## src/hw/rtl/csal_pkg.sv

```systemverilog
package csal_pkg;

    // widths of the shared datapath
    localparam int unsigned DIV_W  = 42;
    localparam int unsigned DVS_W  = 19;
    localparam int unsigned CNT_W  = 6;
    localparam int unsigned ACC_W  = 55;
    localparam int unsigned MUL_W  = 18;
    localparam int unsigned CFG_IW = 3;

    localparam logic [CNT_W-1:0] LUX_ITERS = CNT_W'(42);
    localparam logic [CNT_W-1:0] CCT_ITERS = CNT_W'(32);
    localparam logic [19:0]      LUX_MAX   = 20'hFFFFF;
    localparam logic [15:0]      CCT_MAX   = 16'hFFFF;

    // configuration register indexes
    localparam logic [CFG_IW-1:0] REG_COEF_R = 3'd0;
    localparam logic [CFG_IW-1:0] REG_COEF_G = 3'd1;
    localparam logic [CFG_IW-1:0] REG_COEF_B = 3'd2;
    localparam logic [CFG_IW-1:0] REG_GLASS  = 3'd3;
    localparam logic [CFG_IW-1:0] REG_CCT_K  = 3'd4;
    localparam logic [CFG_IW-1:0] REG_CCT_OF = 3'd5;

    typedef struct packed {
        logic [15:0] red_count;
        logic [15:0] green_count;
        logic [15:0] blue_count;
        logic [15:0] clear_count;
    } t_in;

    typedef struct packed {
        logic [1:0]  gain_code;
        logic [7:0]  atime_code;
        logic        result_valid;
        logic [16:0] infrared;
        logic [15:0] red_comp;
        logic [15:0] green_comp;
        logic [15:0] blue_comp;
        logic [15:0] clear_comp;
        logic        saturated;
        logic [19:0] lux_value;
        logic [15:0] color_temp;
    } t_out;

    typedef struct packed {
        logic             start;
        logic [CNT_W-1:0] iters;
        logic [DIV_W-1:0] dividend;
        logic [DVS_W-1:0] divisor;
    } t_div_req;

    typedef struct packed {
        logic             done;
        logic [DIV_W-1:0] quotient;
    } t_div_rsp;

    typedef enum logic [4:0] {
        ST_IDLE, ST_CHECK, ST_IR, ST_COMP, ST_M_R, ST_M_G, ST_M_B, ST_M_SUM,
        ST_L_LO, ST_L_HI, ST_L_ADD, ST_L_X10, ST_L_DIV, ST_L_WAIT,
        ST_C_MUL, ST_C_DIV, ST_C_WAIT, ST_FIN
    } t_state;

    // range table: gain code, atime, clear bounds (0 = none), lux divisor
    function automatic logic [1:0] range_gain(input logic [1:0] idx);
        case (idx)
            2'd0:    range_gain = 2'd3;
            2'd1:    range_gain = 2'd2;
            2'd2:    range_gain = 2'd1;
            default: range_gain = 2'd0;
        endcase
    endfunction

    function automatic logic [7:0] range_atime(input logic [1:0] idx);
        case (idx)
            2'd0:    range_atime = 8'h00;
            2'd1:    range_atime = 8'hC0;
            2'd2:    range_atime = 8'hC0;
            default: range_atime = 8'hFF;
        endcase
    endfunction

    function automatic logic [15:0] range_low(input logic [1:0] idx);
        case (idx)
            2'd0:    range_low = 16'd0;
            2'd1:    range_low = 16'd3171;
            2'd2:    range_low = 16'd15855;
            default: range_low = 16'd248;
        endcase
    endfunction

    function automatic logic [15:0] range_high(input logic [1:0] idx);
        case (idx)
            2'd0:    range_high = 16'd47566;
            2'd1:    range_high = 16'd63422;
            2'd2:    range_high = 16'd63422;
            default: range_high = 16'd0;
        endcase
    endfunction

    // tms * gain, the 4096 factor comes off the dividend
    function automatic logic [DVS_W-1:0] range_lux_div(input logic [1:0] idx);
        case (idx)
            2'd0:    range_lux_div = DVS_W'(368640);
            2'd1:    range_lux_div = DVS_W'(24576);
            2'd2:    range_lux_div = DVS_W'(6144);
            default: range_lux_div = DVS_W'(24);
        endcase
    endfunction

    // short integration only on the 2.4 ms range, 75% of 1024 counts
    function automatic logic range_sat(input logic [1:0] idx, input logic [15:0] clr);
        case (idx)
            2'd3:    range_sat = (clr > 16'd768);
            default: range_sat = 1'b0;
        endcase
    endfunction

endpackage

```

## src/hw/rtl/csal_div.sv

```systemverilog
module csal_div import csal_pkg::*; (
    input  logic     i_clk,
    input  logic     i_rst_n,
    input  t_div_req i_req,
    output t_div_rsp o_rsp
);

    logic             r_busy;
    logic             r_done;
    logic [CNT_W-1:0] r_cnt;
    logic [DIV_W-1:0] r_quo;
    logic [DVS_W-1:0] r_rem;
    logic [DVS_W-1:0] r_dvs;
    logic [DVS_W:0]   trial;
    logic [DVS_W:0]   diff;
    logic             ge;

    // restoring step, one quotient bit per cycle
    assign trial = {r_rem, r_quo[DIV_W-1]};
    assign ge    = (trial >= {1'b0, r_dvs});
    assign diff  = trial - {1'b0, r_dvs};

    always_ff @(posedge i_clk) begin
        if (!i_rst_n) begin
            r_busy <= 1'b0;
            r_done <= 1'b0;
        end else begin
            if (i_req.start) begin
                r_done <= 1'b0;
                r_busy <= 1'b1;
                r_cnt  <= i_req.iters;
                r_quo  <= i_req.dividend;
                r_rem  <= '0;
                r_dvs  <= i_req.divisor;
            end else if (r_busy) begin
                r_rem  <= ge ? diff[DVS_W-1:0] : trial[DVS_W-1:0];
                r_quo  <= {r_quo[DIV_W-2:0], ge};
                r_cnt  <= r_cnt - CNT_W'(1);
                r_done <= (r_cnt == CNT_W'(1));
                if (r_cnt == CNT_W'(1)) begin
                    r_busy <= 1'b0;
                end
            end else begin
                r_done <= 1'b0;
            end
        end
    end

    assign o_rsp.done     = r_done;
    assign o_rsp.quotient = r_quo;

endmodule

```

## src/hw/rtl/color_sensor_autorange_lux.sv

```systemverilog
// an item passes more states when lux and colour temperature are both worked out than when
// either is skipped, and fewest when the range moves; an output stall holds it in ST_FIN
// throughput: one item at a time, none taken until the last leaves ST_FIN; the divider runs
// one bit per cycle, for lux (42 steps) and colour temperature (32 steps) when needed, besides
// the shared multiplier steps; reset: range index 0 (60x), no skipped check, coefficients at
// defaults, output register empty
module color_sensor_autorange_lux import csal_pkg::*; (
    input  logic              i_clk,
    input  logic              i_rst_n,
    input  logic              i_valid,
    output logic              o_stall,
    input  t_in               i_in,
    output logic              o_valid,
    input  logic              i_stall,
    output t_out              o_out,
    input  logic              i_cfg_valid,
    output logic              o_cfg_ready,
    input  logic [CFG_IW-1:0] i_cfg_index,
    input  logic [15:0]       i_cfg_data
);

    t_state r_state, n_state;

    logic [15:0] r_cr, r_cg, r_cb, r_glass, r_cctk, r_cctof;
    logic [1:0]  r_idx;
    logic        r_skip;
    t_in         r_in;
    t_out        r_res;
    t_out        r_out;
    logic        r_out_valid;
    logic [16:0] r_ir;
    logic [32:0] r_s;
    logic signed [35:0]      r_prod;
    logic signed [ACC_W-1:0] r_acc;

    logic signed [MUL_W-1:0] mul_a, mul_b;
    logic signed [35:0]      mul_p;
    logic signed [ACC_W-1:0] prod_ext;
    logic [17:0] rgb_sum;
    logic        go_up, go_down, out_free, s_pos;
    logic [1:0]  idx_up, idx_down;
    logic [32:0] cct_sum;
    t_out        chk_res;
    t_div_req    div_req;
    t_div_rsp    div_rsp;

    assign o_cfg_ready = 1'b1;
    assign o_stall     = (r_state != ST_IDLE);
    assign o_valid     = r_out_valid;
    assign o_out       = r_out;
    assign out_free    = !r_out_valid || !i_stall;

    // range check
    assign go_up    = (range_high(r_idx) != 16'd0) && (r_in.clear_count > range_high(r_idx));
    assign go_down  = (range_low(r_idx) != 16'd0) && (r_in.clear_count < range_low(r_idx));
    assign idx_up   = r_idx + 2'd1;
    assign idx_down = r_idx - 2'd1;
    assign rgb_sum  = 18'(r_in.red_count) + 18'(r_in.green_count) + 18'(r_in.blue_count);
    assign s_pos    = !r_acc[ACC_W-1] && (r_acc != '0);
    assign prod_ext = ACC_W'(r_prod);
    assign cct_sum  = 33'(div_rsp.quotient[31:0]) + 33'(r_cctof);

    // result fields settled by the range check
    always_comb begin
        chk_res = '0;
        if (!r_skip && go_up) begin
            chk_res.gain_code  = range_gain(idx_up);
            chk_res.atime_code = range_atime(idx_up);
        end else if (!r_skip && go_down) begin
            chk_res.gain_code  = range_gain(idx_down);
            chk_res.atime_code = range_atime(idx_down);
        end else begin
            chk_res.gain_code    = range_gain(r_idx);
            chk_res.atime_code   = range_atime(r_idx);
            chk_res.result_valid = 1'b1;
            chk_res.saturated    = range_sat(r_idx, r_in.clear_count);
        end
    end

    // shared multiplier operand select
    always_comb begin
        mul_a = '0;
        mul_b = '0;
        case (r_state)
            ST_M_R: begin
                mul_a = MUL_W'(signed'(r_cr));
                mul_b = signed'({2'b0, r_res.red_comp});
            end
            ST_M_G: begin
                mul_a = MUL_W'(signed'(r_cg));
                mul_b = signed'({2'b0, r_res.green_comp});
            end
            ST_M_B: begin
                mul_a = MUL_W'(signed'(r_cb));
                mul_b = signed'({2'b0, r_res.blue_comp});
            end
            ST_L_LO: begin
                mul_a = signed'({1'b0, r_acc[16:0]});
                mul_b = signed'({2'b0, r_glass});
            end
            ST_L_HI: begin
                mul_a = signed'({2'b0, r_s[32:17]});
                mul_b = signed'({2'b0, r_glass});
            end
            ST_C_MUL: begin
                mul_a = signed'({2'b0, r_cctk});
                mul_b = signed'({2'b0, r_res.blue_comp});
            end
            default: ;
        endcase
    end
    assign mul_p = mul_a * mul_b;

    // sequencer state
    always_ff @(posedge i_clk) begin
        if (!i_rst_n) begin
            r_state <= ST_IDLE;
        end else begin
            r_state <= n_state;
        end
    end

    // next state and divider requests
    always_comb begin
        n_state          = r_state;
        div_req.start    = 1'b0;
        div_req.iters    = LUX_ITERS;
        div_req.dividend = r_acc[53:12];
        div_req.divisor  = range_lux_div(r_idx);
        case (r_state)
            ST_IDLE:   if (i_valid) n_state = ST_CHECK;
            ST_CHECK:  n_state = (!r_skip && (go_up || go_down)) ? ST_FIN : ST_IR;
            ST_IR:     n_state = ST_COMP;
            ST_COMP:   n_state = ST_M_R;
            ST_M_R:    n_state = ST_M_G;
            ST_M_G:    n_state = ST_M_B;
            ST_M_B:    n_state = ST_M_SUM;
            ST_M_SUM:  n_state = ST_L_LO;
            ST_L_LO:   n_state = s_pos ? ST_L_HI : ST_C_MUL;
            ST_L_HI:   n_state = ST_L_ADD;
            ST_L_ADD:  n_state = ST_L_X10;
            ST_L_X10:  n_state = ST_L_DIV;
            ST_L_DIV: begin
                div_req.start = 1'b1;
                n_state       = ST_L_WAIT;
            end
            ST_L_WAIT: if (div_rsp.done) n_state = ST_C_MUL;
            ST_C_MUL:  n_state = ST_C_DIV;
            ST_C_DIV: begin
                if (r_res.red_comp == 16'd0) begin
                    n_state = ST_FIN;
                end else begin
                    div_req.start    = 1'b1;
                    div_req.iters    = CCT_ITERS;
                    div_req.dividend = {r_prod[31:0], 10'b0};
                    div_req.divisor  = DVS_W'(r_res.red_comp);
                    n_state          = ST_C_WAIT;
                end
            end
            ST_C_WAIT: if (div_rsp.done) n_state = ST_FIN;
            ST_FIN:    if (out_free) n_state = ST_IDLE;
            default:   n_state = ST_IDLE;
        endcase
    end

    // configuration registers and range state
    always_ff @(posedge i_clk) begin
        if (!i_rst_n) begin
            r_cr    <= 16'd557;
            r_cg    <= 16'd4096;
            r_cb    <= 16'(-16'sd1819);
            r_glass <= 16'd4960;
            r_cctk  <= 16'd3810;
            r_cctof <= 16'd1391;
            r_idx   <= 2'd0;
            r_skip  <= 1'b0;
        end else begin
            if (i_cfg_valid && o_cfg_ready) begin
                case (i_cfg_index)
                    REG_COEF_R: r_cr    <= i_cfg_data;
                    REG_COEF_G: r_cg    <= i_cfg_data;
                    REG_COEF_B: r_cb    <= i_cfg_data;
                    REG_GLASS:  r_glass <= i_cfg_data;
                    REG_CCT_K:  r_cctk  <= i_cfg_data;
                    REG_CCT_OF: r_cctof <= i_cfg_data;
                    default: ;
                endcase
            end
            if (r_state == ST_CHECK) begin
                if (r_skip) begin
                    r_skip <= 1'b0;
                end else if (go_up) begin
                    r_idx  <= idx_up;
                    r_skip <= 1'b1;
                end else if (go_down) begin
                    r_idx  <= idx_down;
                    r_skip <= 1'b1;
                end
            end
        end
    end

    // datapath
    always_ff @(posedge i_clk) begin
        r_prod <= mul_p;
        case (r_state)
            ST_IDLE: if (i_valid) r_in <= i_in;
            ST_CHECK: begin
                r_res <= chk_res;
                r_ir  <= (rgb_sum > 18'(r_in.clear_count))
                       ? 17'((rgb_sum - 18'(r_in.clear_count)) >> 1) : 17'd0;
            end
            ST_IR: r_res.infrared <= r_ir;
            ST_COMP: begin
                r_res.red_comp   <= (17'(r_in.red_count) > r_ir)
                                  ? 16'(17'(r_in.red_count) - r_ir) : 16'd0;
                r_res.green_comp <= (17'(r_in.green_count) > r_ir)
                                  ? 16'(17'(r_in.green_count) - r_ir) : 16'd0;
                r_res.blue_comp  <= (17'(r_in.blue_count) > r_ir)
                                  ? 16'(17'(r_in.blue_count) - r_ir) : 16'd0;
                r_res.clear_comp <= (17'(r_in.clear_count) > r_ir)
                                  ? 16'(17'(r_in.clear_count) - r_ir) : 16'd0;
            end
            ST_M_G:   r_acc <= prod_ext;
            ST_M_B:   r_acc <= r_acc + prod_ext;
            ST_M_SUM: r_acc <= r_acc + prod_ext;
            ST_L_LO:  r_s   <= r_acc[32:0];
            ST_L_HI:  r_acc <= prod_ext;
            ST_L_ADD: r_acc <= r_acc + (prod_ext <<< 17);
            ST_L_X10: r_acc <= (r_acc <<< 3) + (r_acc <<< 1);
            ST_L_WAIT: begin
                if (div_rsp.done) begin
                    r_res.lux_value <= (div_rsp.quotient > DIV_W'(LUX_MAX))
                                     ? LUX_MAX : div_rsp.quotient[19:0];
                end
            end
            ST_C_DIV: if (r_res.red_comp == 16'd0) r_res.color_temp <= CCT_MAX;
            ST_C_WAIT: begin
                if (div_rsp.done) begin
                    r_res.color_temp <= (div_rsp.quotient[DIV_W-1:32] != '0 ||
                                         cct_sum > 33'(CCT_MAX))
                                      ? CCT_MAX : cct_sum[15:0];
                end
            end
            default: ;
        endcase
    end

    // output register, takes a result when empty or when the sink takes the last in the same cycle
    always_ff @(posedge i_clk) begin
        if (!i_rst_n) begin
            r_out_valid <= 1'b0;
        end else if (r_state == ST_FIN && out_free) begin
            r_out_valid <= 1'b1;
            r_out       <= r_res;
        end else if (r_out_valid && !i_stall) begin
            r_out_valid <= 1'b0;
        end
    end

    csal_div u_div (
        .i_clk   (i_clk),
        .i_rst_n (i_rst_n),
        .i_req   (div_req),
        .o_rsp   (div_rsp)
    );

    // range index only moves during the check
    a_idx_check: assert property (@(posedge i_clk) disable iff (!i_rst_n)
        !$stable(r_idx) |-> $past(r_state) == ST_CHECK)
        else $error("range index moved outside check");

    // divider finishes only while the sequencer waits for it
    a_div_wait: assert property (@(posedge i_clk) disable iff (!i_rst_n)
        div_rsp.done |-> (r_state == ST_L_WAIT || r_state == ST_C_WAIT))
        else $error("divider done while not waited on");

    // a range change result carries no measurement
    a_discard_zero: assert property (@(posedge i_clk) disable iff (!i_rst_n)
        (o_valid && !o_out.result_valid) |->
            (o_out.lux_value == 20'd0 && o_out.infrared == 17'd0 &&
             o_out.color_temp == 16'd0))
        else $error("discard result carries data");

    // zero red gives saturated colour temperature
    a_cct_red0: assert property (@(posedge i_clk) disable iff (!i_rst_n)
        (o_valid && o_out.result_valid && o_out.red_comp == 16'd0) |->
            o_out.color_temp == CCT_MAX)
        else $error("colour temperature wrong for zero red");

endmodule
```

## config.mk

```make
export PLATFORM = sky130hd
export DESIGN_NAME = color_sensor_autorange_lux
export DESIGN_NICKNAME = d
export VERILOG_FILES = /design/src/hw/rtl/csal_pkg.sv /design/src/hw/rtl/csal_div.sv /design/src/hw/rtl/color_sensor_autorange_lux.sv
export SDC_FILE = /design/constraint.sdc
export NUM_CORES = 2
export LEC_CHECK = 0
export BUFFER_PORTS_ARGS = -buffer_cell sky130_fd_sc_hd__buf_2
export CAP_MARGIN = 20
export CORE_MARGIN = 2
export CORE_UTILIZATION = 60
export CTS_CLUSTER_DIAMETER = 30
export DETAILED_ROUTE_END_ITERATION = 10
export PLACE_DENSITY = 0.78
export REMOVE_ABC_BUFFERS = 1
export SLEW_MARGIN = 20
export SYNTH_ARGS = -nofsm -noshare
export SYNTH_HDL_FRONTEND = slang
export SYNTH_SLANG_ARGS = --single-unit
```

## constraint.sdc

```tcl
create_clock -name i_clk -period 11.6 [get_ports i_clk]
set_input_delay 3.48 -clock i_clk [delete_from_list [all_inputs] [get_ports i_clk]]
set_output_delay 3.48 -clock i_clk [all_outputs]
set_load 0.05 [all_outputs]
```

======== Yosys cells after proc, flatten, opt, wreduce, memory -nomap -nowiden ========
Index checks and enable logic that the tools add are counted.
operators by class
  shift-type cells ........................ 0
  bitwise logic cells ..................... 4
  $mul .................................... 1
  divide/modulo/power cells ............... 0
  eq/ne operators ......................... 35
  $add $sub $neg .......................... 15
  $lt $le $gt $ge ......................... 11
  mux-type cells .......................... 55
  reductions and logical operators ........ 57
operators with widths
  operator              number
  $pmux 55 s4           1
  $pmux 64 s2           1
  $mux 16               7
  $pmux 18 s6           1
  $pmux 5 s18           1
  $mux 42               2
  $gt 16x17->1          4
  $mux 68               1
  $mux 67               1
  $pmux 16 s4           1
  $sub 16x16->16        4
  $pmux 19 s3           1
  $add 55x35->55        1
  $add 55x52->55        1
  $add 55x55->55        1
  $reduce_bool 55->1    1
  $pmux 16 s3           1
  $pmux 8 s2            3
  $gt 42x20->1 const B  1
  $pmux 14 s3           1
  $eq 5x4->1 const B    8
  $mux 20               2
  $pmux 20 s2           1
  $mux 19               2
  56 further kinds      130
storage, ports and cells
  bits in read-only memories .............. 0
  register bits ........................... 655
  memories kept ........................... 0
  logic and storage cells ................. 224
  output and inout bits ................... 132
  bits in latches ......................... 0
  RAM bits ................................ 0

======== Depth between registers and ports, before layout ========
  depth in word-level cells ............... 9
  mapped depth ............................ 32
  depth with buffers taken out ............ 29

======== Modules after synthesis ========
From an unflattened synthesis, not the netlist that was laid out.
second synthesis, totals
  cell total of the unflattened synthesis .. 5140
  area total of the unflattened synthesis .. 49393.6 um2
modules (own cells, without submodules)
  module                      area an instance (um2)  cells an instance  sequential area each (um2)  times used
  color_sensor_autorange_lux  44705.4                 4760               14754.2                     1
  csal_div                    4688.2                  380                2622.5                      1

======== Least setup slack after synthesis ========
OpenSTA, ideal clock, no wires.
  path kind ............................... input port to flip-flop
  from .................................... input i_rst_n
  to ...................................... register r_out (netlist bit o_out[0]), enable pin
  data required time ...................... 10.994 ns
  library setup time ...................... 0.606 ns
  data arrival time ....................... 9.179 ns
  buffers on the path ..................... 2
  path slack .............................. 1.815 ns
  stages .................................. 4
  cells stage by stage .................... clkbuf_1 clkbuf_1 nand2_1 nor2_1
on the way
  word-level cells in the longest chain between the ends .. 1
RTL lines
  element                     RTL line                           source
  start: declaration          color_sensor_autorange_lux.sv:9    input logic i_rst_n,
  $reduce_and 2->1 (no line)  n/a
  end signal: assignment      color_sensor_autorange_lux.sv:255  r_out <= r_res;
  end: declaration            color_sensor_autorange_lux.sv:29   t_out r_out;
Every way passes these cells.
A chain may end at the register's enable or synchronous reset.

======== Worst setup path in the final report ========
  from .................................... register r_state[4]
  to ...................................... register r_prod[34] (netlist name)
on the way
  word-level cells in the longest chain between the ends .. 4
RTL lines
  element                                          RTL line                           source
  start: declaration                               color_sensor_autorange_lux.sv:22   t_state r_state, n_state;
  start signal: assignment                         color_sensor_autorange_lux.sv:119  r_state <= n_state;
  $eq 5x3->1 / $eq 5x4->1 (equally long branches)  color_sensor_autorange_lux.sv:84   case (r_state)
  $reduce_or 2->1 (no line)                        n/a
  $pmux 16 s4                                      color_sensor_autorange_lux.sv:84
  $mul 18x17->35 (*)                               color_sensor_autorange_lux.sv:112  assign mul_p = mul_a * mul_b;
  net mul_p[34]                                    color_sensor_autorange_lux.sv:37   logic signed [35:0] mul_p;
The timed path passes the listed nets; every way through them passes the cells marked *.

==> key figures <==
Pwr
  – Clock power frac: 0.335
  – Switching Fraction: 0.381
  – P_leak: 23.9 nW
  – Worst IR Drop VDD: 0.000347 V
  – NetSw: between 0.003 and 0.004 W
  – Gate power share: 0.355
  – Flop pwr share: 0.310
  – P_int: about 0.0064 W
  – Total Power: a little over 0.01 W
  – Power Density: between 150 and 200 nW/um^2

Global routing
  – First-pass GRT wire length: around 230000 microns
  – Total track usage: 0.359
  – Largest net degree at the start of global routing: 92
  – Antenna violations before repair: 8
  – Total grt overflow: 0
  – Vias in the first global route: slightly above 40000

Setup path
  – CP Capture Type: register
  – WS Path Type: register to register
  – Worst EP required: approximately 12 ns
  – Worst reg-to-reg setup slack: between 2 and 2.5 ns
  – CP arrival: 9.73 ns
  – Crit path max fanout: 23
  – Startpoint Class: register

Clock tree
  – CTS resizes: 0
  – Clock Path Buffers: 3
  – CTS root buf: clkbuf_16
  – Htree depth: 3
  – Hold_buf cts: 0
  – Postcts setup bufs: 0
  – Clock Pin Slew Worst Setup and Hold Paths: 0.06 ns
  – TritonCTS clock tree: done
  – Clock latency on the worst-skew pair: slightly above 0.7 ns
  – CTS Sinks: 624
  – CTS Buf Count: between 100 and 150

Timing
  – # setup viols final: 0
  – Fin Hold WS: 0.409 ns
  – Worst slew pin tran: ~1.2 ns
  – Max-slew headroom: 0.219
  – Final setup TNS: 0 ns
  – RSZ-0062 raised after global routing: no
  – Skew final: a little over 0.07 ns
  – Final count of hold timing violations: 0
  – Final Cycle Share: 0.791
  – Fin crit period: just over 9 ns
  – FMAX: about 110 MHz
  – Max-slew violation count: 0

Floorplan
  – Core area: 82000 sq um
  – Die Ht: 292 microns
  – Core Rows: around 110
  – IO Count: 220
  – Total Die Area: between 80000 and 90000 sq um
  – Starting Density: 0.605
  – Die Width: approximately 300 microns

Detailed routing
  – Initial drt markers: between 4000 and 5000
  – Routed Antenna Nets: 0
  – Via Count: 41700
  – Vias per cell: roughly 6.3
  – Average wire per standard cell: roughly 23 microns
  – DRT Pass-1 Iters: 6
  – Routed WL: between 150000 and 200000 microns
  – # DRC: 0

Synth
  – Synth area leader: edfxtp_1
  – Synthesized cell area: between 40000 and 50000 sq um
  – Register bit total from synthesis: about 620
  – EDFF count, synth: 482
  – Compound-Gate Fraction of Synth Area: 0.165
  – Post-synth ARST share: 0
  – Leading post-synthesis cells by cell area: edfxtp_1 29%, fa_1 13%, ha_1 9.9%
  – Top-area cell type share of the netlist area: 0.292
  – Synth cell types: around 90
  – Mux cell area share after synthesis: 0.00956
  – Top FF cell, synth: edfxtp_1
  – Top-count cell post-synth: nand2_1
  – Post-Syn Instances: 5197
  – Top cells by count, synth: 641 x nand2_1, 516 x inv_1, 482 x edfxtp_1
  – Simple-gate share of the synthesized area: 0.147
  – Largest family of logic cells by synthesized area: adder cells
  – Syn_area_per_cell: between 9 and 10 sq um
  – Post-Synth Adder-Cell Area: 0.228
  – Post-Synth XOR/XNOR Area: 0.0452
  – Warnings from Yosys: 0
  – Sequential share of the synthesized area: 0.349

Finish
  – Syn-to-layout area delta: 12.7%
  – Ratio of cells with drive above 1 in the final layout: 0.102
  – Fin nets: between 6000 and 7000

Placement
  – IO buf count: 218
  – Dpl hpwl: roughly 120000 microns
  – Routability cong.: 0.980

Job
  – Max Cap Viol: 0

Min path
  – Worst hold path type: register to register

Run status
  – Status: completed
per-layer routing:
layer,track usage,part of all wire,vias up
met5,0,0,-
met4,0.207,0.064,0
li1,-,-,18800
met2,0.552,0.44,2329
met3,0.0800,0.11,521
met1,0.469,0.39,20000
path summary, 6_finish.rpt:
check | startpoint | to | cells after the start
worst max-delay path | r_state[4] | r_prod[34] | 26
worst min-delay path | r_res[9] | o_out[9] | 0
worst max register to register | r_state[4] | r_prod[34] | 26
worst min register to register | r_res[9] | o_out[9] | 0
critical path, cell delays in order (launching register included):
cell and delay, ns:
dfxtp_1 0.91, nor2_1 0.27, nand3_1 0.58, nor3b_1 0.25
a221o_1 0.51, a21oi_1 0.93, nor2_1 0.12, fa_1 0.55
inv_1 0.06, fa_1 0.45, fa_1 0.55, inv_1 0.06
fa_1 0.47, fa_1 0.55, inv_1 0.06, fa_1 0.52
inv_1 0.05, ha_1 0.35, a21o_1 0.21, a21oi_1 0.23
nand4_1 0.14, o21a_1 0.27, a2111o_1 0.45, nand2_1 0.11
o2111ai_1 0.13, a21oi_1 0.18, xnor2_1 0.08
per-stage QoR:
step	instances	utilization	instance area (sq um)	setup slack, ns
5_1_grt	6565	0.682	55900	2.02
2_1_floorplan	4992	-	48800	1.36
4_1_cts	6558	0.682	55900	2.34
3_5_place_dp	6332	0.631	51700	2.39
6_report	6572	0.682	55900	2.42
3_3_place_gp	6332	0.631	51700	2.70
cells by family after synthesis:
group           count (synthesis)
compound gates               1229
xor+xnor                      256
fa+ha+maj                     712
buf+inv                       721
flops                         624
mux                            47
other cells                     1
simple gates                 1607
power by group through the flow:
stage	clock, W	sequential, W	combinational (W)
after CTS	0.00349	0.00319	0.00356
after detailed placement	0	0.00323	0.00350
final	0.00347	0.00322	0.00368
after global placement	0	0.00322	0.00340
after global routing	0.00360	0.00322	0.00401
after floorplan	0	0.00316	0.00262
state kept, by name, summed over array words and instances, names as in the netlist, 17 cells and up:
signal / count
u_div.r_rem: 19
o_out: 123
r_ir: 17
u_div.r_quo: 42
u_div.r_dvs: 17
r_in: 64
r_res: 123
r_acc: 55
r_prod: 35
cell type report:
class,instances,area (sq um)
Timing Repair Buffer,271,1500
Sequential cell,624,17300
Fill cell,6288,26000
Inverter,516,1940
Antenna cell,13,32.5
Clock buffer,122,3020
Tap cell,1070,1340
Clock inverter,104,1110
Multi-Input combinational cell,3852,29700
layout by cell type, fill, tap and decap left out, types with 37 or more instances in the layout:
master	n
a211oi_1	37
a21boi_0	70
a21o_1	110
a21oi_1	318
a22oi_1	66
and3_1	43
buf_2	218
buf_4	51
clkbuf_16	120
dfxtp_1	141
edfxtp_1	482
fa_1	320
ha_1	392
inv_1	516
mux2i_1	44
nand2_1	641
nand2b_1	53
nand3_1	108
nand4_1	67
nor2_1	388
nor2b_1	38
nor3_1	89
nor4_1	49
o21a_1	64
o21ai_0	200
o21bai_1	48
xnor2_1	149
xor2_1	107
(Power assumes the default switching activity.)
